===== config.mk =====
export PLATFORM = sky130hd
export DESIGN_NAME = halton_hammersley_point_generator_top
export DESIGN_NICKNAME = d
export VERILOG_FILES = /design/src/hdl/hhpg_pkg.sv /design/src/hdl/hhpg_core.sv /design/src/hdl/halton_hammersley_point_generator_top.sv
export SDC_FILE = /design/constraint.sdc
export NUM_CORES = 2
export LEC_CHECK = 0
export BUFFER_PORTS_ARGS = -buffer_cell sky130_fd_sc_hd__buf_2
export CAP_MARGIN = 20
export CORE_MARGIN = 10
export CORE_UTILIZATION = 59
export CTS_CLUSTER_DIAMETER = 80
export DETAILED_ROUTE_END_ITERATION = 8
export PLACE_DENSITY = 0.8
export REMOVE_ABC_BUFFERS = 1
export SLEW_MARGIN = 30
export SYNTH_ARGS = -nofsm -noshare
export SYNTH_HDL_FRONTEND = slang
export SYNTH_SLANG_ARGS = --single-unit

===== constraint.sdc =====
create_clock -name i_clk -period 9.13 [get_ports i_clk]
set_input_delay 0 -clock i_clk [delete_from_list [all_inputs] [get_ports i_clk]]
set_output_delay 0 -clock i_clk [all_outputs]
set_load 0.005 [all_outputs]

===== src/hdl/hhpg_pkg.sv =====
// Package for the Halton / Hammersley point generator.
// Holds the widths, register indexes, state encodings and the job and result
// structures shared by the top level and the radical inverse core.
`default_nettype none

package hhpg_pkg;

    localparam int IDX_W      = 32;
    localparam int BASE_W     = 16;
    localparam int ACC_W      = 48;
    localparam int QUO_W      = 32;
    localparam int OUT_W      = 24;
    localparam int STEP_W     = 6;
    localparam int CFG_IDX_W  = 3;
    localparam int CFG_DATA_W = 32;

    localparam logic [BASE_W-1:0] MIN_BASE      = 16'd2;
    localparam logic [BASE_W-1:0] FALLBACK_BASE = 16'd47;

    localparam logic [IDX_W-1:0]  RST_BURNIN       = 32'd47;
    localparam logic [IDX_W-1:0]  RST_SAMPLE_COUNT = 32'd128;
    localparam logic [BASE_W-1:0] RST_BASE_X       = 16'd13;
    localparam logic [BASE_W-1:0] RST_BASE_Y       = 16'd47;

    typedef enum logic [CFG_IDX_W-1:0] {
        CFG_MODE         = 3'd0,
        CFG_BASE_X       = 3'd1,
        CFG_BASE_Y       = 3'd2,
        CFG_BURNIN       = 3'd3,
        CFG_SAMPLE_COUNT = 3'd4
    } t_cfg_reg;

    typedef enum logic [2:0] {
        C_IDLE,
        C_DIGIT,
        C_MUL_P,
        C_MUL_R,
        C_FRAC,
        C_DONE
    } t_core_state;

    typedef enum logic [1:0] {
        T_IDLE,
        T_X,
        T_Y,
        T_OUT
    } t_top_state;

    typedef struct packed {
        logic              start;
        logic              frac;
        logic [IDX_W-1:0]  n;
        logic [BASE_W-1:0] base;
        logic [ACC_W-1:0]  r;
        logic [ACC_W-1:0]  p;
    } t_job;

    typedef struct packed {
        logic             done;
        logic [QUO_W-1:0] value;
    } t_res;

endpackage

`default_nettype wire


===== src/hdl/hhpg_core.sv =====
// Radical inverse core with one shared restoring division step and one multiplier.
// Extracts base-b digits of n, builds the mirrored numerator and b^k, then divides.
// Depends on hhpg_pkg.
`default_nettype none

module hhpg_core #(
    parameter int FRAC_BITS  = 24,
    parameter int MAX_DIGITS = 32
) (
    input  logic          i_clk,
    input  logic          i_rst_n,
    input  hhpg_pkg::t_job i_job,
    output hhpg_pkg::t_res o_res
);
    import hhpg_pkg::*;

    localparam int CNT_W = $clog2(MAX_DIGITS + 1);
    localparam logic [CNT_W-1:0]  MAX_CNT    = CNT_W'(MAX_DIGITS);
    localparam logic [STEP_W-1:0] DIV_STEPS  = STEP_W'(IDX_W);
    localparam logic [STEP_W-1:0] FRAC_STEPS = STEP_W'(FRAC_BITS);

    t_core_state r_state, n_state;

    logic [ACC_W-1:0]  r_rem,  n_rem;
    logic [ACC_W-1:0]  r_div,  n_div;
    logic [IDX_W-1:0]  r_num,  n_num;
    logic [QUO_W-1:0]  r_quo,  n_quo;
    logic [ACC_W-1:0]  r_r,    n_r;
    logic [ACC_W-1:0]  r_p,    n_p;
    logic [BASE_W-1:0] r_base, n_base;
    logic [CNT_W-1:0]  r_cnt,  n_cnt;
    logic [STEP_W-1:0] r_step, n_step;

    logic [ACC_W:0]            step_rem2;
    logic [ACC_W:0]            step_diff;
    logic                      step_take;
    logic [ACC_W-1:0]          mul_a;
    logic [ACC_W+BASE_W-1:0]   mul_prod;
    logic [ACC_W-1:0]          new_r;
    logic [CNT_W-1:0]          cnt_inc;
    logic                      last_step;
    logic                      more_digits;

    assign step_rem2 = {r_rem, r_num[IDX_W-1]};
    assign step_diff = step_rem2 - {1'b0, r_div};
    assign step_take = (step_rem2 >= {1'b0, r_div});

    assign mul_a    = (r_state == C_MUL_P) ? r_p : r_r;
    assign mul_prod = {{BASE_W{1'b0}}, mul_a} * {{ACC_W{1'b0}}, r_base};
    assign new_r    = mul_prod[ACC_W-1:0] + ACC_W'(r_rem[BASE_W-1:0]);

    assign cnt_inc     = r_cnt + CNT_W'(1);
    assign last_step   = (r_step == STEP_W'(1));
    assign more_digits = (r_quo != '0) && (cnt_inc < MAX_CNT);

    always_comb begin
        n_state = r_state;
        case (r_state)
            C_IDLE: begin
                if (i_job.start) begin
                    if (i_job.frac || (i_job.n == '0)) begin
                        n_state = C_FRAC;
                    end else begin
                        n_state = C_DIGIT;
                    end
                end
            end
            C_DIGIT: begin
                if (last_step) begin
                    n_state = C_MUL_P;
                end
            end
            C_MUL_P: begin
                n_state = C_MUL_R;
            end
            C_MUL_R: begin
                n_state = more_digits ? C_DIGIT : C_FRAC;
            end
            C_FRAC: begin
                if (last_step) begin
                    n_state = C_DONE;
                end
            end
            C_DONE: begin
                n_state = C_IDLE;
            end
            default: begin
                n_state = C_IDLE;
            end
        endcase
    end

    always_comb begin
        n_rem  = r_rem;
        n_div  = r_div;
        n_num  = r_num;
        n_quo  = r_quo;
        n_r    = r_r;
        n_p    = r_p;
        n_base = r_base;
        n_cnt  = r_cnt;
        n_step = r_step;
        case (r_state)
            C_IDLE: begin
                if (i_job.start) begin
                    n_base = i_job.base;
                    n_quo  = '0;
                    n_cnt  = '0;
                    if (i_job.frac) begin
                        n_num  = '0;
                        n_r    = i_job.r;
                        n_p    = i_job.p;
                        n_rem  = i_job.r;
                        n_div  = i_job.p;
                        n_step = FRAC_STEPS;
                    end else if (i_job.n == '0) begin
                        n_num  = '0;
                        n_r    = '0;
                        n_p    = ACC_W'(1);
                        n_rem  = '0;
                        n_div  = ACC_W'(1);
                        n_step = FRAC_STEPS;
                    end else begin
                        n_num  = i_job.n;
                        n_r    = '0;
                        n_p    = ACC_W'(1);
                        n_rem  = '0;
                        n_div  = ACC_W'(i_job.base);
                        n_step = DIV_STEPS;
                    end
                end
            end
            C_DIGIT, C_FRAC: begin
                n_rem  = step_take ? step_diff[ACC_W-1:0] : step_rem2[ACC_W-1:0];
                n_num  = {r_num[IDX_W-2:0], 1'b0};
                n_quo  = {r_quo[QUO_W-2:0], step_take};
                n_step = r_step - STEP_W'(1);
            end
            C_MUL_P: begin
                n_p = mul_prod[ACC_W-1:0];
            end
            C_MUL_R: begin
                n_r   = new_r;
                n_cnt = cnt_inc;
                n_quo = '0;
                if (more_digits) begin
                    n_rem  = '0;
                    n_num  = r_quo[IDX_W-1:0];
                    n_div  = ACC_W'(r_base);
                    n_step = DIV_STEPS;
                end else begin
                    n_rem  = new_r;
                    n_num  = '0;
                    n_div  = r_p;
                    n_step = FRAC_STEPS;
                end
            end
            default: begin
                n_rem = r_rem;
            end
        endcase
    end

    always_ff @(posedge i_clk) begin
        if (!i_rst_n) begin
            r_state <= C_IDLE;
        end else begin
            r_state <= n_state;
        end
    end

    always_ff @(posedge i_clk) begin
        r_rem  <= n_rem;
        r_div  <= n_div;
        r_num  <= n_num;
        r_quo  <= n_quo;
        r_r    <= n_r;
        r_p    <= n_p;
        r_base <= n_base;
        r_cnt  <= n_cnt;
        r_step <= n_step;
    end

    assign o_res.done  = (r_state == C_DONE);
    assign o_res.value = r_quo;

`ifndef SYNTHESIS
    a_rem_below_div: assert property (@(posedge i_clk) disable iff (!i_rst_n)
        (r_state == C_DIGIT || r_state == C_FRAC) |-> (r_rem < r_div))
        else $error("Partial remainder is not below the divisor.");

    a_digit_below_base: assert property (@(posedge i_clk) disable iff (!i_rst_n)
        (r_state == C_MUL_R) |-> (r_rem < ACC_W'(r_base)))
        else $error("Extracted digit is not below the base.");

    a_power_nonzero: assert property (@(posedge i_clk) disable iff (!i_rst_n)
        (r_state == C_DIGIT || r_state == C_MUL_P || r_state == C_MUL_R ||
         r_state == C_FRAC) |-> (r_p != '0))
        else $error("Denominator power has become zero.");

    a_start_when_idle: assert property (@(posedge i_clk) disable iff (!i_rst_n)
        i_job.start |-> (r_state == C_IDLE))
        else $error("Job started while the core was busy.");
`endif

endmodule

`default_nettype wire


===== src/hdl/halton_hammersley_point_generator_top.sv =====
// Top level of the Halton / Hammersley 2D point generator.
// Holds the configuration registers, the transaction handshakes and the output register.
// Depends on hhpg_pkg and hhpg_core.
`default_nettype none

// Each accepted sample index yields one point (x, y) as unsigned fractions with
// FRAC_BITS fraction bits, truncated, of which the low 24 bits are output. Both
// coordinates are computed one after the other by a single core that owns one
// restoring division step and one 48 by 16 bit multiplier. A radical inverse
// extracts the base digits one after the other by restoring division of n (the
// index plus the burn-in) by the base, multiplies the power and the mirrored
// numerator by the base for each digit, then performs the final fraction
// division; the uniform Hammersley axis needs only the fraction division. The
// input is not ready while a point is being computed, but a finished point may
// wait in the output register while the next index is accepted. Configuration
// must be written only while idle; the block itself does not enforce this.
module halton_hammersley_point_generator_top #(
    parameter int FRAC_BITS  = 24,
    parameter int MAX_DIGITS = 32
) (
    input  logic                                i_clk,
    input  logic                                i_rst_n,
    input  logic                                i_valid,
    output logic                                o_ready,
    input  logic [hhpg_pkg::IDX_W-1:0]          i_sample_index,
    output logic                                o_valid,
    input  logic                                i_ready,
    output logic [hhpg_pkg::OUT_W-1:0]          o_x_frac,
    output logic [hhpg_pkg::OUT_W-1:0]          o_y_frac,
    input  logic                                i_cfg_we,
    input  logic [hhpg_pkg::CFG_IDX_W-1:0]      i_cfg_idx,
    input  logic [hhpg_pkg::CFG_DATA_W-1:0]     i_cfg_data
);
    import hhpg_pkg::*;

    t_top_state r_state, n_state;

    logic              r_mode;
    logic [BASE_W-1:0] r_base_x;
    logic [BASE_W-1:0] r_base_y;
    logic [IDX_W-1:0]  r_burnin;
    logic [IDX_W-1:0]  r_sample_count;

    logic [IDX_W-1:0]  r_idx;
    logic [IDX_W-1:0]  r_n;
    logic              r_start, n_start;
    logic [OUT_W-1:0]  r_x;
    logic [OUT_W-1:0]  r_y;
    logic              r_out_valid, n_out_valid;
    logic [OUT_W-1:0]  r_x_out;
    logic [OUT_W-1:0]  r_y_out;

    logic              in_accept;
    logic              load_out;
    logic [BASE_W-1:0] base_x_eff;
    logic [BASE_W-1:0] base_y_eff;
    logic              uniform_y;
    t_job              job;
    t_res              res;

    assign in_accept  = i_valid && o_ready;
    assign base_x_eff = (r_base_x < MIN_BASE) ? MIN_BASE : r_base_x;
    assign base_y_eff = (r_base_y < MIN_BASE) ? MIN_BASE : r_base_y;
    assign uniform_y  = r_mode && (r_idx < r_sample_count);

    always_comb begin
        n_state = r_state;
        case (r_state)
            T_IDLE: begin
                if (i_valid) begin
                    n_state = T_X;
                end
            end
            T_X: begin
                if (res.done) begin
                    n_state = T_Y;
                end
            end
            T_Y: begin
                if (res.done) begin
                    n_state = T_OUT;
                end
            end
            T_OUT: begin
                if (!r_out_valid || i_ready) begin
                    n_state = T_IDLE;
                end
            end
            default: begin
                n_state = T_IDLE;
            end
        endcase
    end

    always_comb begin
        o_ready     = (r_state == T_IDLE);
        load_out    = (r_state == T_OUT) && (!r_out_valid || i_ready);
        n_start     = in_accept || ((r_state == T_X) && res.done);
        n_out_valid = load_out || (r_out_valid && !i_ready);

        job.start = r_start;
        job.n     = r_n;
        job.r     = ACC_W'({r_idx, 1'b1});
        job.p     = ACC_W'({r_sample_count, 1'b0});
        case (r_state)
            T_X: begin
                job.frac = 1'b0;
                job.base = base_x_eff;
            end
            T_Y: begin
                job.frac = uniform_y;
                job.base = r_mode ? FALLBACK_BASE : base_y_eff;
            end
            default: begin
                job.frac = 1'b0;
                job.base = base_x_eff;
            end
        endcase
    end

    always_ff @(posedge i_clk) begin
        if (!i_rst_n) begin
            r_state        <= T_IDLE;
            r_start        <= 1'b0;
            r_out_valid    <= 1'b0;
            r_mode         <= 1'b0;
            r_base_x       <= RST_BASE_X;
            r_base_y       <= RST_BASE_Y;
            r_burnin       <= RST_BURNIN;
            r_sample_count <= RST_SAMPLE_COUNT;
        end else begin
            r_state     <= n_state;
            r_start     <= n_start;
            r_out_valid <= n_out_valid;
            if (i_cfg_we) begin
                case (i_cfg_idx)
                    CFG_MODE:         r_mode         <= i_cfg_data[0];
                    CFG_BASE_X:       r_base_x       <= i_cfg_data[BASE_W-1:0];
                    CFG_BASE_Y:       r_base_y       <= i_cfg_data[BASE_W-1:0];
                    CFG_BURNIN:       r_burnin       <= i_cfg_data[IDX_W-1:0];
                    CFG_SAMPLE_COUNT: r_sample_count <= i_cfg_data[IDX_W-1:0];
                    default: begin
                        r_mode <= r_mode;
                    end
                endcase
            end
        end
    end

    always_ff @(posedge i_clk) begin
        if (in_accept) begin
            r_idx <= i_sample_index;
            r_n   <= i_sample_index + r_burnin;
        end
        if ((r_state == T_X) && res.done) begin
            r_x <= res.value[OUT_W-1:0];
        end
        if ((r_state == T_Y) && res.done) begin
            r_y <= res.value[OUT_W-1:0];
        end
        if (load_out) begin
            r_x_out <= r_x;
            r_y_out <= r_y;
        end
    end

    hhpg_core #(
        .FRAC_BITS  (FRAC_BITS),
        .MAX_DIGITS (MAX_DIGITS)
    ) u_core (
        .i_clk   (i_clk),
        .i_rst_n (i_rst_n),
        .i_job   (job),
        .o_res   (res)
    );

    assign o_valid  = r_out_valid;
    assign o_x_frac = r_x_out;
    assign o_y_frac = r_y_out;

`ifndef SYNTHESIS
    a_done_while_busy: assert property (@(posedge i_clk) disable iff (!i_rst_n)
        res.done |-> (r_state == T_X || r_state == T_Y))
        else $error("Core finished a job that the sequencer did not start.");

    a_accept_starts_x: assert property (@(posedge i_clk) disable iff (!i_rst_n)
        in_accept |=> (r_state == T_X && r_start))
        else $error("Accepted transaction did not start the x coordinate.");

    a_load_only_free: assert property (@(posedge i_clk) disable iff (!i_rst_n)
        (o_valid && !i_ready) |-> !load_out)
        else $error("Output register overwritten while a transaction is pending.");
`endif

endmodule

`default_nettype wire

After elaboration in Yosys (flattened, before gate mapping)
Index checks and enable logic that the tools add are counted.
{"block": "totals", "ff_bits": 548, "output_inout_bits": 50, "elab_cells": 133}
{"block": "classes", "add_sub_neg": 5, "n_mul": 1, "n_lt_le_gt_ge": 5, "n_eq_ne": 20, "muxes": 45, "reduce_logical": 33}
{"cell": "two-way mux 48 bit", "n": 8}
{"cell": "one-hot mux 48 bit (2 select lines)", "n": 3}
{"cell": "one-hot mux 32 bit (3 select lines)", "n": 2}
{"cell": "two-way mux 32 bit", "n": 5}
{"cell": "one-hot mux 48 bit (3 select lines)", "n": 1}
{"cell": "two-way mux 16 bit", "n": 5}
{"cell": "two-way mux 33 bit", "n": 2}
{"cell": ">= comparator 49 x 48 -> 1 bit", "n": 1}
{"cell": "adder 48 x 16 -> 48 bit", "n": 1}
{"cell": "multiplier 48 x 16 -> 48 bit", "n": 1}
{"cell": "subtractor 48 bit", "n": 1}
{"cell": "adder 32 bit", "n": 1}
{"cell": "logical NOT 32 bit", "n": 1}
{"cell": "< comparator 16 x 2 -> 1 bit (second input constant)", "n": 2}
{"cell": "< comparator 32 bit", "n": 1}
{"cell": "nonzero test 32 bit", "n": 1}
{"cell": "two-way mux 6 bit", "n": 5}
{"cell": "one-hot mux 6 bit (3 select lines)", "n": 1}
{"cell": "AND reduction 2 bit", "n": 9}
{"cell": "two-way mux 3 bit", "n": 5}
{"cell": "one-hot mux 3 bit (5 select lines)", "n": 1}
{"cell": "equality test 3 x 2 -> 1 bit (second input constant)", "n": 4}
{"cell": "one-hot mux 6 bit (2 select lines)", "n": 1}
{"cell": "!= test 2 bit (second input constant)", "n": 5}
{"cell": "other kinds (22)", "n": 42}

Depth between registers and ports, before layout
{"block": "logic_depth", "word_depth": 8, "ltp_mapped": 40, "depth_no_buf": 34}

Hierarchy
A second synthesis with hierarchy kept.
{"block": "hier_totals", "hier_cells": 5192, "hier_area_um2": 48580.3}
{"module": "hhpg_core", "instances": 1, "cells_per_inst": 4160, "area_per_inst_um2": 37191.9, "seq_area_each_um2": 8588.2}
{"module": "halton_hammersley_point_generator_top", "instances": 1, "cells_per_inst": 1032, "area_per_inst_um2": 11388.4, "seq_area_each_um2": 6826.5}

Least setup slack after synthesis
OpenSTA, ideal clock, no wires.
{"block": "synth_timing", "path_kind": "register to register", "startpoint": "reg u_core.r_state[0]", "endpoint": "reg u_core.r_rem[47] (data pin)", "setup_ns": 0.271, "t_arrival_ns": 8.929, "t_required_ns": 8.859, "path_slack_ns": -0.070, "path_stages_with_launch": 35, "synth_period_minus_slack_ns": 9.200, "path_cell_list": "dfxtp_1 -> clkbuf_1 -> nand2b_1 -> or2_2 -> clkbuf_1 -> clkbuf_1 -> clkbuf_1 -> buf_1 -> nand2_1 -> nand2_1 -> clkbuf_1 -> nand2_1 -> fa_1 -> fa_1 -> fa_1 -> inv_1 -> fa_1 -> fa_1 -> inv_1 -> fa_1 -> inv_1 -> ha_1 -> o21a_2 -> o2bb2ai_2 -> or3_1 -> o211a_4 -> o21ai_4 -> xor2_1 -> nand2_1 -> or4_4 -> and4bb_1 -> and4bb_1 -> nor3b_2 -> xor2_1 -> o22ai_1"}
{"block": "synth_between", "elab_chain_len": 6}
{"item": "start, declared", "line_no": "hhpg_core.sv:22", "text": "t_core_state r_state, n_state;"}
{"item": "start signal, assigned", "line_no": "hhpg_core.sv:168", "text": "r_state <= n_state;"}
{"item": "equality test 3 x 2 -> 1 bit", "line_no": "hhpg_core.sv:48", "text": "assign mul_a = (r_state == C_MUL_P) ? r_p : r_r;"}
{"item": "two-way mux 48 bit", "line_no": "hhpg_core.sv:48"}
{"item": "multiplier 48 x 16 -> 48 bit", "line_no": "hhpg_core.sv:49", "text": "assign mul_prod = {{BASE_W{1'b0}}, mul_a} * {{ACC_W{1'b0}}, r_base};"}
{"item": "adder 48 x 16 -> 48 bit", "line_no": "hhpg_core.sv:50", "text": "assign new_r = mul_prod[ACC_W-1:0] + ACC_W'(r_rem[BASE_W-1:0]);"}
{"item": "two-way mux 48 bit", "line_no": "hhpg_core.sv:146", "text": "if (more_digits) begin"}
{"item": "one-hot mux 48 bit (3 select lines) (*)", "line_no": "hhpg_core.sv:103", "text": "case (r_state)"}
{"item": "named net u_core.n_rem[47]", "line_no": "hhpg_core.sv:24", "text": "logic [ACC_W-1:0] r_rem, n_rem;"}
{"item": "end signal, assigned", "line_no": "hhpg_core.sv:173", "text": "r_rem <= n_rem;"}
{"item": "end, declared", "line_no": "hhpg_core.sv:24"}
The timed path passes the listed nets; every way through them passes the cells marked *.
A chain may end at the register's enable or synchronous reset.

Final worst setup path
{"block": "layout_timing", "startpoint": "reg u_core.r_state[0]", "endpoint": "reg u_core.r_rem[38] (data pin)"}
The elaborated chain is that of the path after synthesis.

==> metrics.md <==
| Metric | Value |
|---|---|
| Chip height | roughly 300 µm |
| Dpl hpwl | slightly below 100 mm |
| Via Count | approximately 37,000 |
| First-pass GRT wire length | around 210 mm |
| Clock slew at reported path FFs | around 0.08 ns |
| R2R cell count | 30 |
| Max cap viols | 0 |
| CP peak stage delay | 0.59 ns |
| Worst r2r dst | u_core.r_rem[38]$_DFFE_PP_ |
| Reg2reg start | u_core.r_state[0]$_SDFFE_PN0P_ |
| Post-route clock period utilization | between 90% and 100% |
| Seq cells post-synth | roughly 550 |
| Post-route cell area | approximately 0.052 mm² |
| DIE AREA | a little over 0.09 mm² |
| Slew margin rel. | ~30% |
| Synth Warn # | 0 |
| Congestion Overflow GR | 0 |
| DIE WIDTH | around 300 µm |
| Total GRT Usage | between 20% and 30% |
| H-tree Lvls | 2 |
| Max Freq | between 0.1 and 0.15 GHz |
| Layout cells sized above 1 | under 10% |
| Routed wire length | ~130 mm |
| Largest net degree at the start of global routing | between 100 and 150 |
| Vias in the first global route | 38,050 |
| Critical-path maximum fanout | 35 |
| Hold Path Stages | 4 |
| Register area share after synthesis | approximately 32% |
| Clock skew | roughly 0.038 ns |
| CP Capture Type | flip-flop |
| Max clock buf depth | 3 |
| Fillcell total | 5,978 |
| CP max stage cell | or4_4 |
| Final worst path period need | 8.953 ns |
| Initial DRC Count | ~4,300 |
| Reg area | 0.01541 mm² |
| End of the worst hold path | r_state[0]$_SDFFE_PN0P_ |
| TritonCTS clock tree | done |
| Core Box Area | between 0.08 and 0.09 mm² |
| Starting density of the core | approximately three fifths |
| CTS Root Cell | clkbuf_16 |
| Avg Inst Size Synth | 9.610 µm² |
| Syn Inst Count | just under 5,000 |
| Area of the multi-input gates | 0.02882 mm² |
| Core Rows | 104 |
| WP data required | 9.46 ns |
| Clk_lat worst skew | about 0.62 ns |
| Ys async rst share | 0% |
| Initial antenna violation count | 6 |
| DRC viols | 0 |
| CTS buffer count | 48 |
| HP Start | i_rst_n |
| Placed inst area | around 0.05 mm² |
| CP startpoint kind | flip-flop |
| Outcome | complete, no violations |
| Post-Syn Area | ~0.048 mm² |
| Ports | approximately 120 |
| Hold/Removal Path Class | input pin to flip-flop |
| Endpoints failing setup | 0 |
| Number of enable flip-flop cells after synthesis | around 440 |
| Crit path kind | flip-flop to flip-flop |
| CP arrival | about 9.3 ns |
| Port-buffer cells | about 120 |
| Final hold vios | 0 |
| GPL Wtd Cong | about 1 |
| Pins Over Slew Limit | 0 |
| Final net count | 5,907 |
| Synth unique cells | 86 |
| Routed Antenna Nets | 0 |
| DR pass1 iterations | 8 |
| WL per Instance | between 20 and 25 µm |
| Area delta synth->final | 10.09% |
| CP most frequent cell | fa_1 |
| FF-to-FF setup slack | 0.18 ns |
| Via density | 5.994 |
| Top_reg_cell synth | edfxtp_1 |
| Final hold slack | 0.1112 ns |
| CTS Sinks | roughly 550 |
| Slew @ Worst Pin | approximately 1.0 ns |
-- registers in the layout, indices dropped and copies added, names as in the netlist, 48 cells and up --
name          count
u_core.r_div     48
u_core.r_r       48
u_core.r_rem     48
u_core.r_p       48
-- cells in the mapped netlist, drive strengths merged (61+ instances only) --
cell,count,area share (%)
nand2,960,7.6
inv,728,5.7
fa,531,22
edfxtp,444,28
and2,288,3.8
clkbuf,226,1.8
ha,214,5.6
a21oi,152,1.6
nor2,137,1.1
o21ai,134,1.5
xnor2,127,2.3
dfxtp,104,4.4
a21boi,91,1.4
nand3,79,0.83
a21o,77,1.2
xor2,61,1.1
-- logic make-up after synthesis --
group,after synthesis,synth area share (%)
adder cells (fa/ha/maj),745,27.95
buffers and inverters,973,7.685
XOR/XNOR,188,3.459
flip-flops,548,32.38
AND/OR/NAND/NOR,1698,16.47
AO/OA/AOI/OAI,754,11.02
multiplexers,48,1.041
-- layer usage --
metal	part of all wire, %	vias up	GRT usage (%)
met5	0	-	0
met4	4.1	0	10.94
met3	11	322	5.584
met2	46	2113	44.34
met1	39	18230	37.43
li1	-	16480	-
-- timing repair --
action                                  in CTS  in global routing
endpoints found under the setup margin      15                 49
hold buffers                                70                  0
cloned                                       0                  2
resized for setup                            2                 56
pin swaps                                    0                  3
buffers inserted                             0                  7
endpoints found under the hold margin      156                  0
-- critical path: cells and delay by family (launching register included) --
| family | cells | cell delay (ns) |
|---|---|---|
| buf+inv | 6 | 0.61 |
| fa+ha+maj | 7 | 3.36 |
| xor+xnor | 2 | 0.47 |
| simple gates | 12 | 3.33 |
| flops | 1 | 0.32 |
| compound gates | 3 | 0.57 |
-- how the worst max path moves through the flow --
stage / startpoint / endpoint / slack (ns) / depth (start not counted)
floorplan: u_core.r_state[0]$_SDFFE_PN0P_ / u_core.r_rem[47]$_DFFE_PP_ / -0.99 / 30
global placement: u_core.r_state[0]$_SDFFE_PN0P_ / u_core.r_rem[47]$_DFFE_PP_ / 0.02 / 30
detailed placement: u_core.r_state[0]$_SDFFE_PN0P_ / u_core.r_rem[44]$_DFFE_PP_ / -0.12 / 29
CTS: u_core.r_state[0]$_SDFFE_PN0P_ / u_core.r_r[28]$_DFFE_PP_ / 0.0008 / 32
global route: u_core.r_state[0]$_SDFFE_PN0P_ / u_core.r_r[28]$_DFFE_PP_ / -0.11 / 32
finish: u_core.r_state[0]$_SDFFE_PN0P_ / u_core.r_rem[38]$_DFFE_PP_ / 0.18 / 30
-- through the flow --
step           util [%]  TNS, ns  setup slack (ns)  cells
2_1_floorplan         -   -32.95           -0.9880   4709
3_3_place_gp      61.90        0           0.01717   6019
6_report          65.28        0            0.1767   6198
3_5_place_dp      61.90  -0.8661           -0.1239   6019
5_1_grt           65.28  -0.4450           -0.1131   6196
4_1_cts           64.85        0         0.0008082   6179
-- final cells by class --
type,instances,area share (%)
inverter,728,5.214
timing repair buffer,330,4.631
clock buffer,53,2.347
antenna,8,0.03820
sequential,548,29.41
tap,1060,2.530
clock inverter,37,0.8355
multi-input combinational,3434,54.99
-- cell usage in the layout, fill, tap and decap left out, types with 17 or more instances in the layout --
master | Yosys | layout
ha_1 | 214 | 211
buf_2 | 5 | 121
a222oi_1 | 31 | 31
clkbuf_16 | 0 | 49
o21ai_0 | 131 | 130
nand3_1 | 79 | 79
xor2_1 | 61 | 60
o21a_1 | 22 | 21
nand2_1 | 960 | 935
xnor2_1 | 127 | 125
a221oi_1 | 19 | 19
dlygate4sd3_1 | 0 | 70
nand2b_1 | 33 | 32
edfxtp_1 | 444 | 444
nand2_2 | 0 | 23
nor2b_1 | 30 | 28
o211ai_1 | 29 | 29
mux2i_1 | 36 | 36
fa_1 | 531 | 531
and2_1 | 287 | 286
nor4_1 | 28 | 26
a21oi_1 | 151 | 145
o221ai_1 | 17 | 17
nand4_1 | 25 | 25
dfxtp_1 | 104 | 104
buf_4 | 0 | 131
nor2_1 | 137 | 132
a21o_1 | 77 | 77
inv_1 | 728 | 728
nor3_1 | 36 | 34
nand3b_1 | 18 | 18
a22o_1 | 30 | 30
a21boi_0 | 91 | 91
Power is left out: the tool's default activity adds up to more than one toggle a clock period on the data nets, which glitch-free logic cannot reach.
